===== config.mk =====
export PLATFORM = sky130hd
export DESIGN_NAME = largest_prime_at_most_core
export DESIGN_NICKNAME = d
export VERILOG_FILES = /design/src/design/lpam_pkg.sv /design/src/design/largest_prime_at_most_core.sv /design/src/design/lpam_rem.sv
export VERILOG_INCLUDE_DIRS = /design/src /design/src/design
export SDC_FILE = /design/constraint.sdc
export NUM_CORES = 1
export LEC_CHECK = 0
export BUFFER_PORTS_ARGS = -buffer_cell sky130_fd_sc_hd__buf_2
export CORE_ASPECT_RATIO = 0.75
export CORE_MARGIN = 2
export CORE_UTILIZATION = 45
export CTS_CLUSTER_SIZE = 14
export DETAILED_ROUTE_END_ITERATION = 8
export GPL_ROUTABILITY_DRIVEN = 0
export GPL_TIMING_DRIVEN = 0
export PLACE_DENSITY = 0.64
export RECOVER_POWER = 100
export SYNTH_ARGS = -nofsm -noshare
export SYNTH_HDL_FRONTEND = slang
export SYNTH_HIERARCHICAL = 1
export SYNTH_SLANG_ARGS = --single-unit

===== constraint.sdc =====
create_clock -name clk -period 3.6 [get_ports clk]
set_input_delay 0.36 -clock clk [delete_from_list [all_inputs] [get_ports clk]]
set_output_delay 0.36 -clock clk [all_outputs]
set_load 0.01 [all_outputs]

===== src/design/largest_prime_at_most_core_defines.svh =====
// assertion macros shared by the largest prime search design
`ifndef LARGEST_PRIME_AT_MOST_CORE_DEFINES_SVH
`define LARGEST_PRIME_AT_MOST_CORE_DEFINES_SVH

// same-cycle implication, checked out of reset
`define LPAM_ASSERT_SAME(lbl, ante, cons, msg) \
    lbl: assert property (@(posedge clk) disable iff (!rst_n) (ante) |-> (cons)) \
        else $error(msg);

// next-cycle implication, checked out of reset
`define LPAM_ASSERT_NEXT(lbl, ante, cons, msg) \
    lbl: assert property (@(posedge clk) disable iff (!rst_n) (ante) |=> (cons)) \
        else $error(msg);

`endif


===== src/design/lpam_pkg.sv =====
// shared constants and types for the largest prime search design
package lpam_pkg;

    localparam int LPAM_VALUE_WIDTH = 16;

    // status from the remainder unit back to the search sequencer
    typedef struct packed {
        logic done;
        logic zero;
    } rem_stat_t;

endpackage


===== src/design/largest_prime_at_most_core.sv =====
// largest prime not above a limit, by trial division over a bit-serial remainder unit
//
//  channel  | ports                        | handshake
//  ---------+------------------------------+------------------------------
//  request  | upper_limit                  | taken when start & !busy
//  result   | largest_prime                | valid for one cycle with done
//
// each candidate is checked in the check state once per divisor, with a bit-serial trial
// remainder in the divide state; divisors run from 2 while d*d <= candidate, and
// candidates run down from the limit until a prime is found (a limit below 2 gives 1).
// reset is asynchronous and leaves the block idle; done must be taken when shown.
`include "largest_prime_at_most_core_defines.svh"

module largest_prime_at_most_core
    import lpam_pkg::*;
#(
    parameter int VALUE_WIDTH = LPAM_VALUE_WIDTH
)
(
    input  logic                   clk,
    input  logic                   rst_n,
    input  logic                   start,
    output logic                   busy,
    input  logic [VALUE_WIDTH-1:0] upper_limit,
    output logic                   done,
    output logic [VALUE_WIDTH-1:0] largest_prime
);

    localparam int W  = VALUE_WIDTH;
    localparam int DW = (W + 1) / 2 + 1;

    typedef enum logic [2:0] {
        ST_IDLE  = 3'b001,
        ST_CHECK = 3'b010,
        ST_DIV   = 3'b100
    } state_t;

    state_t        state_reg, state_next;
    logic [W-1:0]  cand_reg, cand_next;
    logic [DW-1:0] dvs_reg, dvs_next;
    logic [W:0]    sq_reg, sq_next;
    logic          done_reg, done_next;
    logic [W-1:0]  res_reg, res_next;
    logic          rem_go;
    rem_stat_t     rem_stat;

    lpam_rem #(
        .WIDTH (W)
    ) u_rem (
        .clk      (clk),
        .rst_n    (rst_n),
        .go       (rem_go),
        .dividend (cand_reg),
        .divisor  (W'(dvs_reg)),
        .stat     (rem_stat)
    );

    always_comb
    begin
        state_next = state_reg;
        cand_next  = cand_reg;
        dvs_next   = dvs_reg;
        sq_next    = sq_reg;
        done_next  = 1'b0;
        res_next   = res_reg;
        rem_go     = 1'b0;
        unique case (state_reg)
            ST_IDLE:
            begin
                if (start)
                begin
                    cand_next  = upper_limit;
                    dvs_next   = DW'(2);
                    sq_next    = (W + 1)'(4);
                    state_next = ST_CHECK;
                end
            end
            ST_CHECK:
            begin
                if (cand_reg < W'(2))
                begin
                    res_next   = W'(1);
                    done_next  = 1'b1;
                    state_next = ST_IDLE;
                end
                else if (sq_reg > (W + 1)'(cand_reg))
                begin
                    // no divisor up to the square root: prime
                    res_next   = cand_reg;
                    done_next  = 1'b1;
                    state_next = ST_IDLE;
                end
                else
                begin
                    rem_go     = 1'b1;
                    state_next = ST_DIV;
                end
            end
            ST_DIV:
            begin
                if (rem_stat.done)
                begin
                    state_next = ST_CHECK;
                    if (rem_stat.zero)
                    begin
                        // composite: move to the next lower candidate
                        cand_next = cand_reg - 1'b1;
                        dvs_next  = DW'(2);
                        sq_next   = (W + 1)'(4);
                    end
                    else
                    begin
                        // (d+1)^2 = d^2 + 2d + 1
                        dvs_next = dvs_reg + 1'b1;
                        sq_next  = sq_reg + (W + 1)'({dvs_reg, 1'b1});
                    end
                end
            end
            default:
            begin
                state_next = ST_IDLE;
            end
        endcase
    end

    always_ff @(posedge clk or negedge rst_n)
    begin
        if (!rst_n)
        begin
            state_reg <= ST_IDLE;
            done_reg  <= 1'b0;
        end
        else
        begin
            state_reg <= state_next;
            done_reg  <= done_next;
        end
    end

    always_ff @(posedge clk)
    begin
        cand_reg <= cand_next;
        dvs_reg  <= dvs_next;
        sq_reg   <= sq_next;
        res_reg  <= res_next;
    end

    assign busy          = (state_reg != ST_IDLE);
    assign done          = done_reg;
    assign largest_prime = res_reg;

    `LPAM_ASSERT_SAME(a_result_odd, done, (largest_prime == W'(2)) || largest_prime[0],
        "result word is even and not two")
    `LPAM_ASSERT_NEXT(a_start_busy, start && !busy, busy && !done,
        "accepted word did not start a search")
    `LPAM_ASSERT_SAME(a_done_idle, done, !busy,
        "result strobe while search still running")
    `LPAM_ASSERT_SAME(a_rem_in_div, rem_stat.done, state_reg == ST_DIV,
        "remainder finished outside the divide state")

endmodule


===== src/design/lpam_rem.sv =====
// bit-serial restoring remainder unit, one dividend bit per cycle
module lpam_rem
    import lpam_pkg::*;
#(
    parameter int WIDTH = LPAM_VALUE_WIDTH
)
(
    input  logic             clk,
    input  logic             rst_n,
    input  logic             go,
    input  logic [WIDTH-1:0] dividend,
    input  logic [WIDTH-1:0] divisor,
    output rem_stat_t        stat
);

    localparam int CNT_W = (WIDTH > 1) ? $clog2(WIDTH) : 1;
    localparam logic [CNT_W-1:0] CNT_LAST = CNT_W'(WIDTH - 1);

    logic             busy_reg, busy_next;
    logic             done_reg, done_next;
    logic [CNT_W-1:0] cnt_reg, cnt_next;
    logic [WIDTH-1:0] quo_reg, quo_next;
    logic [WIDTH-1:0] rem_reg, rem_next;
    logic [WIDTH-1:0] div_reg, div_next;
    logic [WIDTH:0]   part;

    // bring down the next dividend bit and try one subtract
    assign part = {rem_reg, quo_reg[WIDTH-1]};

    always_comb
    begin
        busy_next = busy_reg;
        done_next = 1'b0;
        cnt_next  = cnt_reg;
        quo_next  = quo_reg;
        rem_next  = rem_reg;
        div_next  = div_reg;
        if (go)
        begin
            busy_next = 1'b1;
            cnt_next  = '0;
            quo_next  = dividend;
            rem_next  = '0;
            div_next  = divisor;
        end
        else if (busy_reg)
        begin
            quo_next = {quo_reg[WIDTH-2:0], 1'b0};
            if (part >= {1'b0, div_reg})
                rem_next = WIDTH'(part - {1'b0, div_reg});
            else
                rem_next = part[WIDTH-1:0];
            cnt_next = cnt_reg + 1'b1;
            if (cnt_reg == CNT_LAST)
            begin
                busy_next = 1'b0;
                done_next = 1'b1;
            end
        end
    end

    always_ff @(posedge clk or negedge rst_n)
    begin
        if (!rst_n)
        begin
            busy_reg <= 1'b0;
            done_reg <= 1'b0;
            cnt_reg  <= '0;
        end
        else
        begin
            busy_reg <= busy_next;
            done_reg <= done_next;
            cnt_reg  <= cnt_next;
        end
    end

    always_ff @(posedge clk)
    begin
        quo_reg <= quo_next;
        rem_reg <= rem_next;
        div_reg <= div_next;
    end

    assign stat.done = done_reg;
    assign stat.zero = (rem_reg == '0);

endmodule


; ---- Word level (Yosys, flattened, before mapping)
; Cells that the tools add are included.
[totals]
regBits = 109
inputBits = 19
output_inout_bits = 18
word_cells = 71
[classes]
n_addsub = 5
n_lt_le_gt_ge = 3
n_eq_ne = 8
mux = 35
reduce_logical = 8
[ops]
columns = cell, n
row1 = 16-bit two-way mux, 7
row2 = 17-bit two-way mux, 3
row3 = 17-bit case mux with 2 select lines, 1
row4 = 16-bit case mux with 2 select lines, 1
row5 = 9-bit two-way mux, 3
row6 = 9-bit case mux with 2 select lines, 1
row7 = 17-bit by 10-bit adder with 17-bit output, 1
row8 = 17-bit by 9-bit >= comparator with 1-bit output, 1
row9 = 17-bit by 16-bit greater-than comparator with 1-bit output, 1
row10 = 16-bit zero test, 1
row11 = 16-bit by 2-bit < comparator with 1-bit output (second input constant), 1
row12 = 16-bit by 1-bit subtractor with 16-bit output (second input constant), 1
row13 = 16-bit by 9-bit subtractor with 16-bit output, 1
row14 = 1-bit two-way mux, 12
row15 = 3-bit two-way mux, 4
row16 = 9-bit by 1-bit adder with 9-bit output (second input constant), 1
row17 = 3-bit case mux with 3 select lines, 1
row18 = 4-bit two-way mux, 2
row19 = 2-bit nonzero test, 3
row20 = 4-bit by 1-bit adder with 4-bit output (second input constant), 1
row21 = 4-bit == test (second input constant), 1
row22 = 2-bit inequality test (second input constant), 2
row23 = 2-bit AND reduction, 2
row24 = 4-bit AND reduction, 1
row25 = other kinds (6), 6

; ---- Logic depth before layout (Yosys ltp)
; Gate-level depths: netlist of run 1.
[depth]
depth_word = 5
depth_mapped = 12
mapped_depth_nobuf = 10

; ---- Cells and area by module
; Netlist of run 1, hierarchy kept.
[by_module_without_submodules]
columns = mod, n_inst, cells_each, area_each_um2, seq_area_each_um2
row1 = largest_prime_at_most_core, 1, 355, 3691.0, 1843.0
row2 = lpam_rem, 1, 310, 3209.3, 1431.4

; ---- Worst setup path before layout of run 1
; No wires, ideal clock.
[synth_timing]
path_kind = flip-flop to flip-flop
from = register cand_reg[6]
to = register u_rem.quo_reg[0] (enable)
setup_ns = 0.364
arrival_ns = 3.065
required_time_ns = 3.236
slack_ns = 0.171
path_stages_with_launch = 10
n_path_buf = 2
synth_period_minus_slack_ns = 3.429
path_cell_list = edfxtp_1 nor3_1 and4_1 nand4_1 or4b_2 nor2_1 clkbuf_1 nor2_1 clkbuf_1 inv_1
[synth_via]
elab_chain_cells = 5
word_cells_on_any_way = 6
classes_between = order compare (2) / mux (3) / reduce/logical (1)
[synth_lines]
columns = item, line
row1 = start: declaration, largest_prime_at_most_core.sv:39  ; logic [W-1:0] cand_reg, cand_next;
row2 = start signal: assignment, largest_prime_at_most_core.sv:142  ; cand_reg <= cand_next;
row3 = 17-bit by 16-bit greater-than comparator with 1-bit output, largest_prime_at_most_core.sv:86  ; else if (sq_reg > (W + 1)'(cand_reg))
row4 = 1-bit two-way mux, largest_prime_at_most_core.sv:86
row5 = 1-bit two-way mux *, largest_prime_at_most_core.sv:80  ; if (cand_reg < W'(2))
row6 = 1-bit two-way mux *, largest_prime_at_most_core.sv:67  ; unique case (state_reg)
row7 = net rem_go, largest_prime_at_most_core.sv:44  ; logic rem_go;
row8 = 2-bit nonzero test (no line) *, --
row9 = end signal: assignment, lpam_rem.sv:80  ; quo_reg <= quo_next;
row10 = end: declaration, lpam_rem.sv:22  ; logic [WIDTH-1:0] quo_reg, quo_next;
; The timed path passes the listed nets; every way through them passes the cells marked *.
; A chain may end at the register's enable or synchronous reset.

; ---- Final worst setup path of run 1
[layout_timing]
from = register cand_reg[9]
to = register u_rem.rem_reg[10]
[layout_via]
elab_chain_cells = 4
word_cells_on_any_way = 5
classes_between = order compare (2) / mux (3)
[layout_lines]
columns = item, line
row1 = 17-bit by 16-bit greater-than comparator with 1-bit output, largest_prime_at_most_core.sv:86
row2 = 1-bit two-way mux, largest_prime_at_most_core.sv:86
row3 = 1-bit two-way mux *, largest_prime_at_most_core.sv:80
row4 = 1-bit two-way mux *, largest_prime_at_most_core.sv:67
row5 = net rem_go, largest_prime_at_most_core.sv:44
row6 = end signal: assignment, lpam_rem.sv:81  ; rem_reg <= rem_next;
row7 = end: declaration, lpam_rem.sv:23  ; logic [WIDTH-1:0] rem_reg, rem_next;
; Marked as above.

==> results by stage, run 1 <==
Synth:
- The gate count after technology mapping is roughly 670.
- The number of distinct library cells after synthesis is 76.
- After synthesis, the cell types taking the most area are sky130_fd_sc_hd__edfxtp_1, sky130_fd_sc_hd__ha_1, sky130_fd_sc_hd__dfxtp_1.
- The share of synthesized area in the top cell type comes to 0.392.
- The number of synthesized register bits is 116.
- sky130_fd_sc_hd__edfxtp_1 takes more of the synthesized area than any other cell.
- In this run the mean area of a mapped cell was 10.4 um2.
- Of all flip-flops after synthesis, the portion carrying an async set or reset was 0.0862.
- The mapped cell area is 0.00690 mm2.
- Counting flops with a built-in enable in the synthesized netlist gives 90.
- The register area share after synthesis is 0.475.
- The predominant post-synthesis flop cell is sky130_fd_sc_hd__edfxtp_1.
- Yosys printed 6 warnings.

Timing:
- The transition at the pin with the smallest max-transition slack is 1090 ps.
- The worst clock skew on the final layout is a little over 7 ps.
- The worst slew margin relative to its limit is 0.275.
- Setup repair after global routing left no endpoint under its margin.
- The final count of hold timing violations is 0.
- Based on the critical path, the design can be clocked at up to about 290 MHz.
- The worst path in the final design needs a cycle of 3410 ps, including I/O delays and setup.
- The number of failing setup endpoints in the final timing report is 0.
- The max-slew violation total from the final report is 0.
- The period utilization is 0.948.
- Hold is met by 211 ps.

Die:
- For this design the top-level I/O count stands at 37.
- The total area inside the core boundary comes to 0.0151 mm2.
- The die is 147 um wide.
- The initial core utilization is 0.456.
- The row count is 39.
- The die outline height is 111 um.
- The total die area is between 0.015 and 0.02 mm2.

GRT:
- For this run the aggregate overflow at the end of global routing stands at 0.
- In the global route stage, overall resource usage came out at 0.204.
- Entering global routing, the biggest net connects 28 pins.
- The first global-routing pass estimated 25900 um of wire.
- The number of antenna violations at the first check in global routing came to 0.
- The via count of the first global-routing pass is 5033.

Status:
- The run finished with clean final reports.

Clock tree:
- For the worst-skew pair, the clock arrives at the later sink with an insertion delay of 430 ps.
- The H-tree was split into 4 levels.
- The clock tree root driver cell is sky130_fd_sc_hd__clkbuf_16.
- The total number of clock tree sinks is 116.
- The number of clock buffers added by TritonCTS is 17.
- TritonCTS built the clock tree.
- After clock tree synthesis, the clock-pin slew on the worst setup and hold paths is 60 ps.
- The clock passes through at most 2 buffers.

Detailed routing:
- The total length of routed wires is 15900 um.
- Across all layers, the routed design uses 5163 vias.
- For this run, design rule violations remaining after detail routing come to 0.
- In this run the remaining antenna-violating nets after routing total 0.
- The vias per cell is 5.45.
- Before antenna repair, the detailed router went through 4 iterations.
- After detailed routing, the average wire length per cell comes to 16.8 um.
- The initial DRC count is 404.

Power:
- The worst supply voltage drop on vdd is 0.000288 V.
- The analysis attributes to cell leakage a power of 3.21 nW.
- The power density relative to cell area is 814 mW/mm2.

Cells and area:
- The top cell types in the final layout, fill and taps aside, are sky130_fd_sc_hd__edfxtp_1, sky130_fd_sc_hd__nor2_1, sky130_fd_sc_hd__nand2_1, sky130_fd_sc_hd__clkbuf_1, sky130_fd_sc_hd__inv_1.
- Leaving out fill and tap cells, the most frequent cell in the layout is sky130_fd_sc_hd__edfxtp_1.
- Summing all multi-input logic gate instances after layout gives 0.00331 mm2.
- The count of fill cells added during filler insertion is 1357.
- Summing all flip-flop and latch instances after layout gives between 0.003 and 0.004 mm2.
- After the last flow step, the layout net total stands at 794.
- The layout overhead on the synthesized area is 16.2%.
- The register with the most flip-flops in the layout has 17 of them.
- The post-layout instance count excluding filler cells is 947.
- The proportion of layout cells with a drive suffix above 1 is 0.123.
- The antenna diode count is 0.

Hold path:
- In this run the worst hold path is classified as in -> reg.

Job:
- Max-cap violations in this run came to 0.

Setup path:
- The worst setup path is captured at a flip-flop.
- The biggest fanout along the worst timing path is 10.
- STA puts the critical path data required time at 3970 ps.
- The startpoint type of the worst setup path is a flip-flop.
- The endpoint arrival time on the critical path is between 3000 and 4000 ps.
- The worst setup path is of the reg -> reg kind.

Placed design:
- In this run the tool buffered the top-level ports with 36 buffer cells.
- In this run, placement finished with an instance count of around 900.
- The detailed placement HPWL is between 10000 and 15000 um.
==> metal layers <==
metal / track usage / wire (um)
met1: 0.293 / 7950
met5: 0 / 0
met2: 0.292 / 6690
met3: 0.0671 / 1040
met4: 0.0609 / 216
==> critical path, cell delays in order (launching register included) <==
cell	delay, ps
sky130_fd_sc_hd__edfxtp_1	480
sky130_fd_sc_hd__inv_1	130
sky130_fd_sc_hd__ha_1	300
sky130_fd_sc_hd__nand4_1	180
sky130_fd_sc_hd__nor4_4	370
sky130_fd_sc_hd__a21bo_2	280
sky130_fd_sc_hd__a32oi_2	300
sky130_fd_sc_hd__nor2_2	130
sky130_fd_sc_hd__clkbuf_1	180
sky130_fd_sc_hd__nand2b_1	370
sky130_fd_sc_hd__nor4_2	470
sky130_fd_sc_hd__a221o_1	160
==> stage by stage <==
stage | total power, W | utilization | worst slack, ps | instance area [um2] | setup TNS, ps
floorplan | 0.00402 | - | 171 | 6920 | 0
global placement | 0.00457 | 0.487 | -904 | 7360 | -42440
CTS | 0.00654 | 0.533 | 88.0 | 8060 | 0
finish | 0.00653 | 0.530 | 187 | 8020 | 0
detailed placement | 0.00467 | 0.489 | -252 | 7400 | -4010
global route | 0.00693 | 0.530 | 21.9 | 8020 | 0
==> repair_timing <==
item                                    CTS  global route
gates resized for setup                   3             9
hold buffers                              1             0
buffers inserted                          1             0
endpoints found under the hold margin     9             0
pin swaps                                 0             0
endpoints found under the setup margin   17            32
gates cloned                              0             0
==> power breakdown <==
part / leakage [nW] / internal, W / switching (W) / total (W)
combinational: 1.81 / 0.00102 / 0.00143 / 0.00245
sequential: 1.10 / 0.00191 / 0.000348 / 0.00226
clock: 0.298 / 0.00116 / 0.000649 / 0.00181
==> cells by family (layout without fill, tap and decap cells) <==
| group | count (synthesis) | in the layout | synth area share |
|---|---|---|---|
| adder cells (fa/ha/maj) | 46 | 46 | 0.0856 |
| buffers and inverters | 87 | 158 | 0.0511 |
| flip-flops | 116 | 116 | 0.475 |
| XOR/XNOR | 38 | 38 | 0.0482 |
| other | 1 | 7 | 0.000543 |
| AO/OA/AOI/OAI | 139 | 139 | 0.138 |
| multiplexers | 30 | 30 | 0.0462 |
| AND/OR/NAND/NOR | 208 | 208 | 0.156 |
==> final cells by class <==
type | count | area share
plain buffers | 39 | 0.0223
clock buffers | 17 | 0.0531
clock inverters | 15 | 0.0254
inverters | 47 | 0.0225
multi-input cells | 468 | 0.413
flip-flops and latches | 116 | 0.409
well taps | 205 | 0.0320
repair buffers | 40 | 0.0228
==> worst paths after layout <==
| kind | end | depth (start not counted) | startpoint | slack, ps |
|---|---|---|---|---|
| worst min register to register | u_rem/rem_reg[12] | 2 | u_rem/rem_reg[12] | 520 |
| min in group asynchronous | u_rem/cnt_reg[2] | 2 | rst_n | 420 |
| max in group asynchronous | state_reg[0] | 2 | rst_n | 2810 |
| worst max register to register | u_rem/rem_reg[10] | 11 | cand_reg[9] | 190 |
| worst max-delay path | u_rem/rem_reg[10] | 11 | cand_reg[9] | 190 |
| worst min-delay path | cand_reg[9] | 3 | upper_limit[9] | 210 |
==> Yosys cell counts, drive strengths merged, types with 4 or more instances <==
cell    number
a31oi        7
xor2        15
mux2        15
nor3        14
nor2        60
mux2i       15
nand2b       6
nand3       22
edfxtp      90
inv         47
o211ai       8
nor2b        4
or2          5
nor4         8
and3         5
ha          44
a211oi      10
o21ai       33
a21o        15
dfrtp        9
buf          9
a21oi       31
nand2       49
dfxtp       16
or3          6
xnor2       23
o21a         6
clkbuf      31
nand4        7
(Power assumes the default switching activity.)
==> run 2: changes to the inputs <==
==> constraint.sdc (replaced) <==
create_clock -name clk -period 3.6 [get_ports clk]
set_input_delay 0.72 -clock clk [delete_from_list [all_inputs] [get_ports clk]]
set_output_delay 0.72 -clock clk [all_outputs]
set_load 0.01 [all_outputs]
==> results by stage, run 2 (same netlist as run 1, synthesis figures left out) <==
Die:
- The die outline height came to 111 um (unchanged).
- The area inside the core boundary is 0.0151 mm2 (unchanged).
- The number of top-level pins is 37 (unchanged).
- The total die area is 0.0164 mm2 (unchanged).
- The row count is 39 (unchanged).
- The die boundary width is 147 um (unchanged).
- The initial core utilization was 0.456 (unchanged).

Cells and area:
- Leaving out fill and tap cells, the most frequent cell in the layout is sky130_fd_sc_hd__edfxtp_1.
- The post-layout instance count excluding filler cells was 946 (-0.11%).
- The count of fill cells added during filler insertion is 1358 (+0.074%).
- The antenna diode count is 0 (unchanged).
- Relative to the synthesized area, the layout overhead comes to 16.0%.
- The library cells used most frequently in the layout, excluding fill and tap cells, are sky130_fd_sc_hd__edfxtp_1, sky130_fd_sc_hd__nor2_1, sky130_fd_sc_hd__nand2_1, sky130_fd_sc_hd__clkbuf_1, sky130_fd_sc_hd__inv_1.
- The proportion of layout cells with a drive suffix above 1 came to 0.123 (+0.000166).
- The flip-flop count of the largest register, all copies and words added is 17 (unchanged).
- The final-stage net count came to 793 (-0.13%).

Placed design:
- The number of buffers added on ports is 36 (unchanged).
- The detailed placement HPWL is 11600 um (unchanged).
- The total instance count after detailed placement was 914 (unchanged).

Timing:
- The max-slew violation total from the final report came to 0 (unchanged).
- The number of failing setup endpoints in the final timing report came to 0 (unchanged).
- The summed negative setup slack over all endpoints is 0 ps (unchanged).
- The fmax is 293 MHz (-0.15%).
- Setup repair after global routing left no endpoint under its margin.
- The transition at the pin with the smallest max-transition slack came to 1080 ps (-1.81 ps).
- The period utilization is 0.950 (+0.00144).
- The final count of hold timing violations is 0 (unchanged).
- The clock period minus final worst setup slack was 3420 ps (+5.19 ps).
- The worst slew margin relative to its limit was 0.277 (+0.00121).
- The worst clock skew on the final layout was 7.96 ps (+0.865 ps).

GRT:
- The total track usage is 0.204 (unchanged).
- The number of antenna violations at the first check in global routing came to 0 (unchanged).
- The maximum number of pins on one net before global-route repair was 28 (unchanged).
- The overall overflow remaining after global route is 0 (unchanged).
- The global-route wire length before repair came to 25900 um (about the same).
- The via count of the first global-routing pass is 5027 (-0.12%).

Clock tree:
- The hold buffer count at CTS is 0 (-1).
- The clock tree root driver cell is sky130_fd_sc_hd__clkbuf_16.
- The number of buffers added by the clock tree synthesis step is 17 (unchanged).
- The TritonCTS clock tree is yes.
- The H-tree depth came to 4 (unchanged).
- The buffer depth of the longest clock path came to 2 (unchanged).
- The total number of clock tree sinks was 116 (unchanged).
- The clock-pin slew of the registers on the worst-case setup and hold paths was 60 ps (about the same).
- The latest clock arrival within the worst-skew pair is 430 ps (about the same).

Detailed routing:
- The sum of met2 wire segment lengths after detailed routing is 6710 um (+0.28%).
- The met1 wire length is 7960 um (+0.20%).
- The routed length per placed instance is 16.8 um (about the same).
- The remaining design rule violation count is 0 (unchanged).
- The total number of vias came to 5153 (-0.19%).
- The total length of routed wires is 15900 um (-0.18%).
- The amount of wire on met3 after detailed routing came to 994 um (-4.1%).
- The initial DRC count is 404 (unchanged).
- The number of search-and-repair iterations in the first detailed-routing pass is 5 (+1).
- In this run the top signal layer used is met4.
- The number of antenna-violating nets in the routed design is 0 (unchanged).
- The vias per cell came to 5.45 (about the same).

Status:
- The run finished with clean final reports.

Hold path:
- In this run the worst hold path is classified as in -> async.

Power:
- The worst supply voltage drop on vdd is 0.000288 V (about the same).
- The power density relative to cell area is 815 mW/mm2 (about the same).
- The overall power is 0.00652 W (about the same).
- The leakage power summed over all cells is 3.20 nW (-0.13%).

Setup path:
- The register-to-register path setup slack came to 180 ps (about the same).
- The data required time of the worst path is 3970 ps (about the same).
- The kind of end point of the critical path is a flip-flop.
- The endpoint arrival time on the critical path is 3790 ps (about the same).
- The biggest fanout along the worst timing path is 10 (unchanged).
- The startpoint type of the worst setup path is a flip-flop.
- The critical setup path kind is reg -> reg.

Job:
- The max-cap violation count came to 0 (unchanged).
## run 2: timing repair
action / 4_1_cts / 5_1_grt
setup endpoints to repair: 17 / 32
buffers inserted: 1 / 0
gates cloned: 0 / 0
pin swaps: 0 / 0
gates resized for setup: 3 / 9
## run 2: cell type report
cell class	count	area (um2)	share of cell area
sequential	116	3270	0.409
inverter	47	180	0.0225
clock buffer	17	425	0.0531
timing repair buffer	39	173	0.0216
clock inverter	15	204	0.0255
tap	205	256	0.0320
buffer	39	179	0.0224
multi-input combinational	468	3310	0.414
## run 2: critical path: stages (launching register included)
cell,delay [ps]
sky130_fd_sc_hd__edfxtp_1,480
sky130_fd_sc_hd__inv_1,130
sky130_fd_sc_hd__ha_1,300
sky130_fd_sc_hd__nand4_1,180
sky130_fd_sc_hd__nor4_4,370
sky130_fd_sc_hd__a21bo_2,280
sky130_fd_sc_hd__a32oi_2,300
sky130_fd_sc_hd__nor2_2,130
sky130_fd_sc_hd__clkbuf_1,180
sky130_fd_sc_hd__nand2b_1,380
sky130_fd_sc_hd__nor4_2,480
sky130_fd_sc_hd__a221o_1,160
## run 2: worst paths after layout
check	start	to	cells after the start
hold reg to reg	u_rem/rem_reg[12]	u_rem/rem_reg[12]	2
setup / recovery	cand_reg[9]	u_rem/rem_reg[10]	11
min in group clk	u_rem/rem_reg[12]	u_rem/rem_reg[12]	2
hold / removal	rst_n	u_rem/cnt_reg[2]	1
setup reg to reg	cand_reg[9]	u_rem/rem_reg[10]	11
max in group asynchronous	rst_n	state_reg[0]	1
## run 2: through the flow
| stage | hold slack, ps | worst slack (ps) | cell area [um2] | util |
|---|---|---|---|---|
| CTS | 135 | 88.0 | 8050 | 0.532 |
| floorplan | 424 | 171 | 6920 | - |
| finish | 247 | 182 | 8010 | 0.529 |
| global placement | 493 | -904 | 7360 | 0.487 |
| global route | 291 | 21.9 | 8010 | 0.529 |
| detailed placement | 498 | -252 | 7400 | 0.489 |
## run 2: layer usage
layer	GRT usage	up-vias
li1	-	2536
met1	0.293	2468
met2	0.292	129
met3	0.0671	20
met4	0.0609	0
met5	0	-
## run 2: where the power goes
| group | switching [W] | internal [W] |
|---|---|---|
| clock network | 0.000646 | 0.00116 |
| registers | 0.000349 | 0.00191 |
| logic | 0.00143 | 0.00102 |
| total | 0.00243 | 0.00410 |
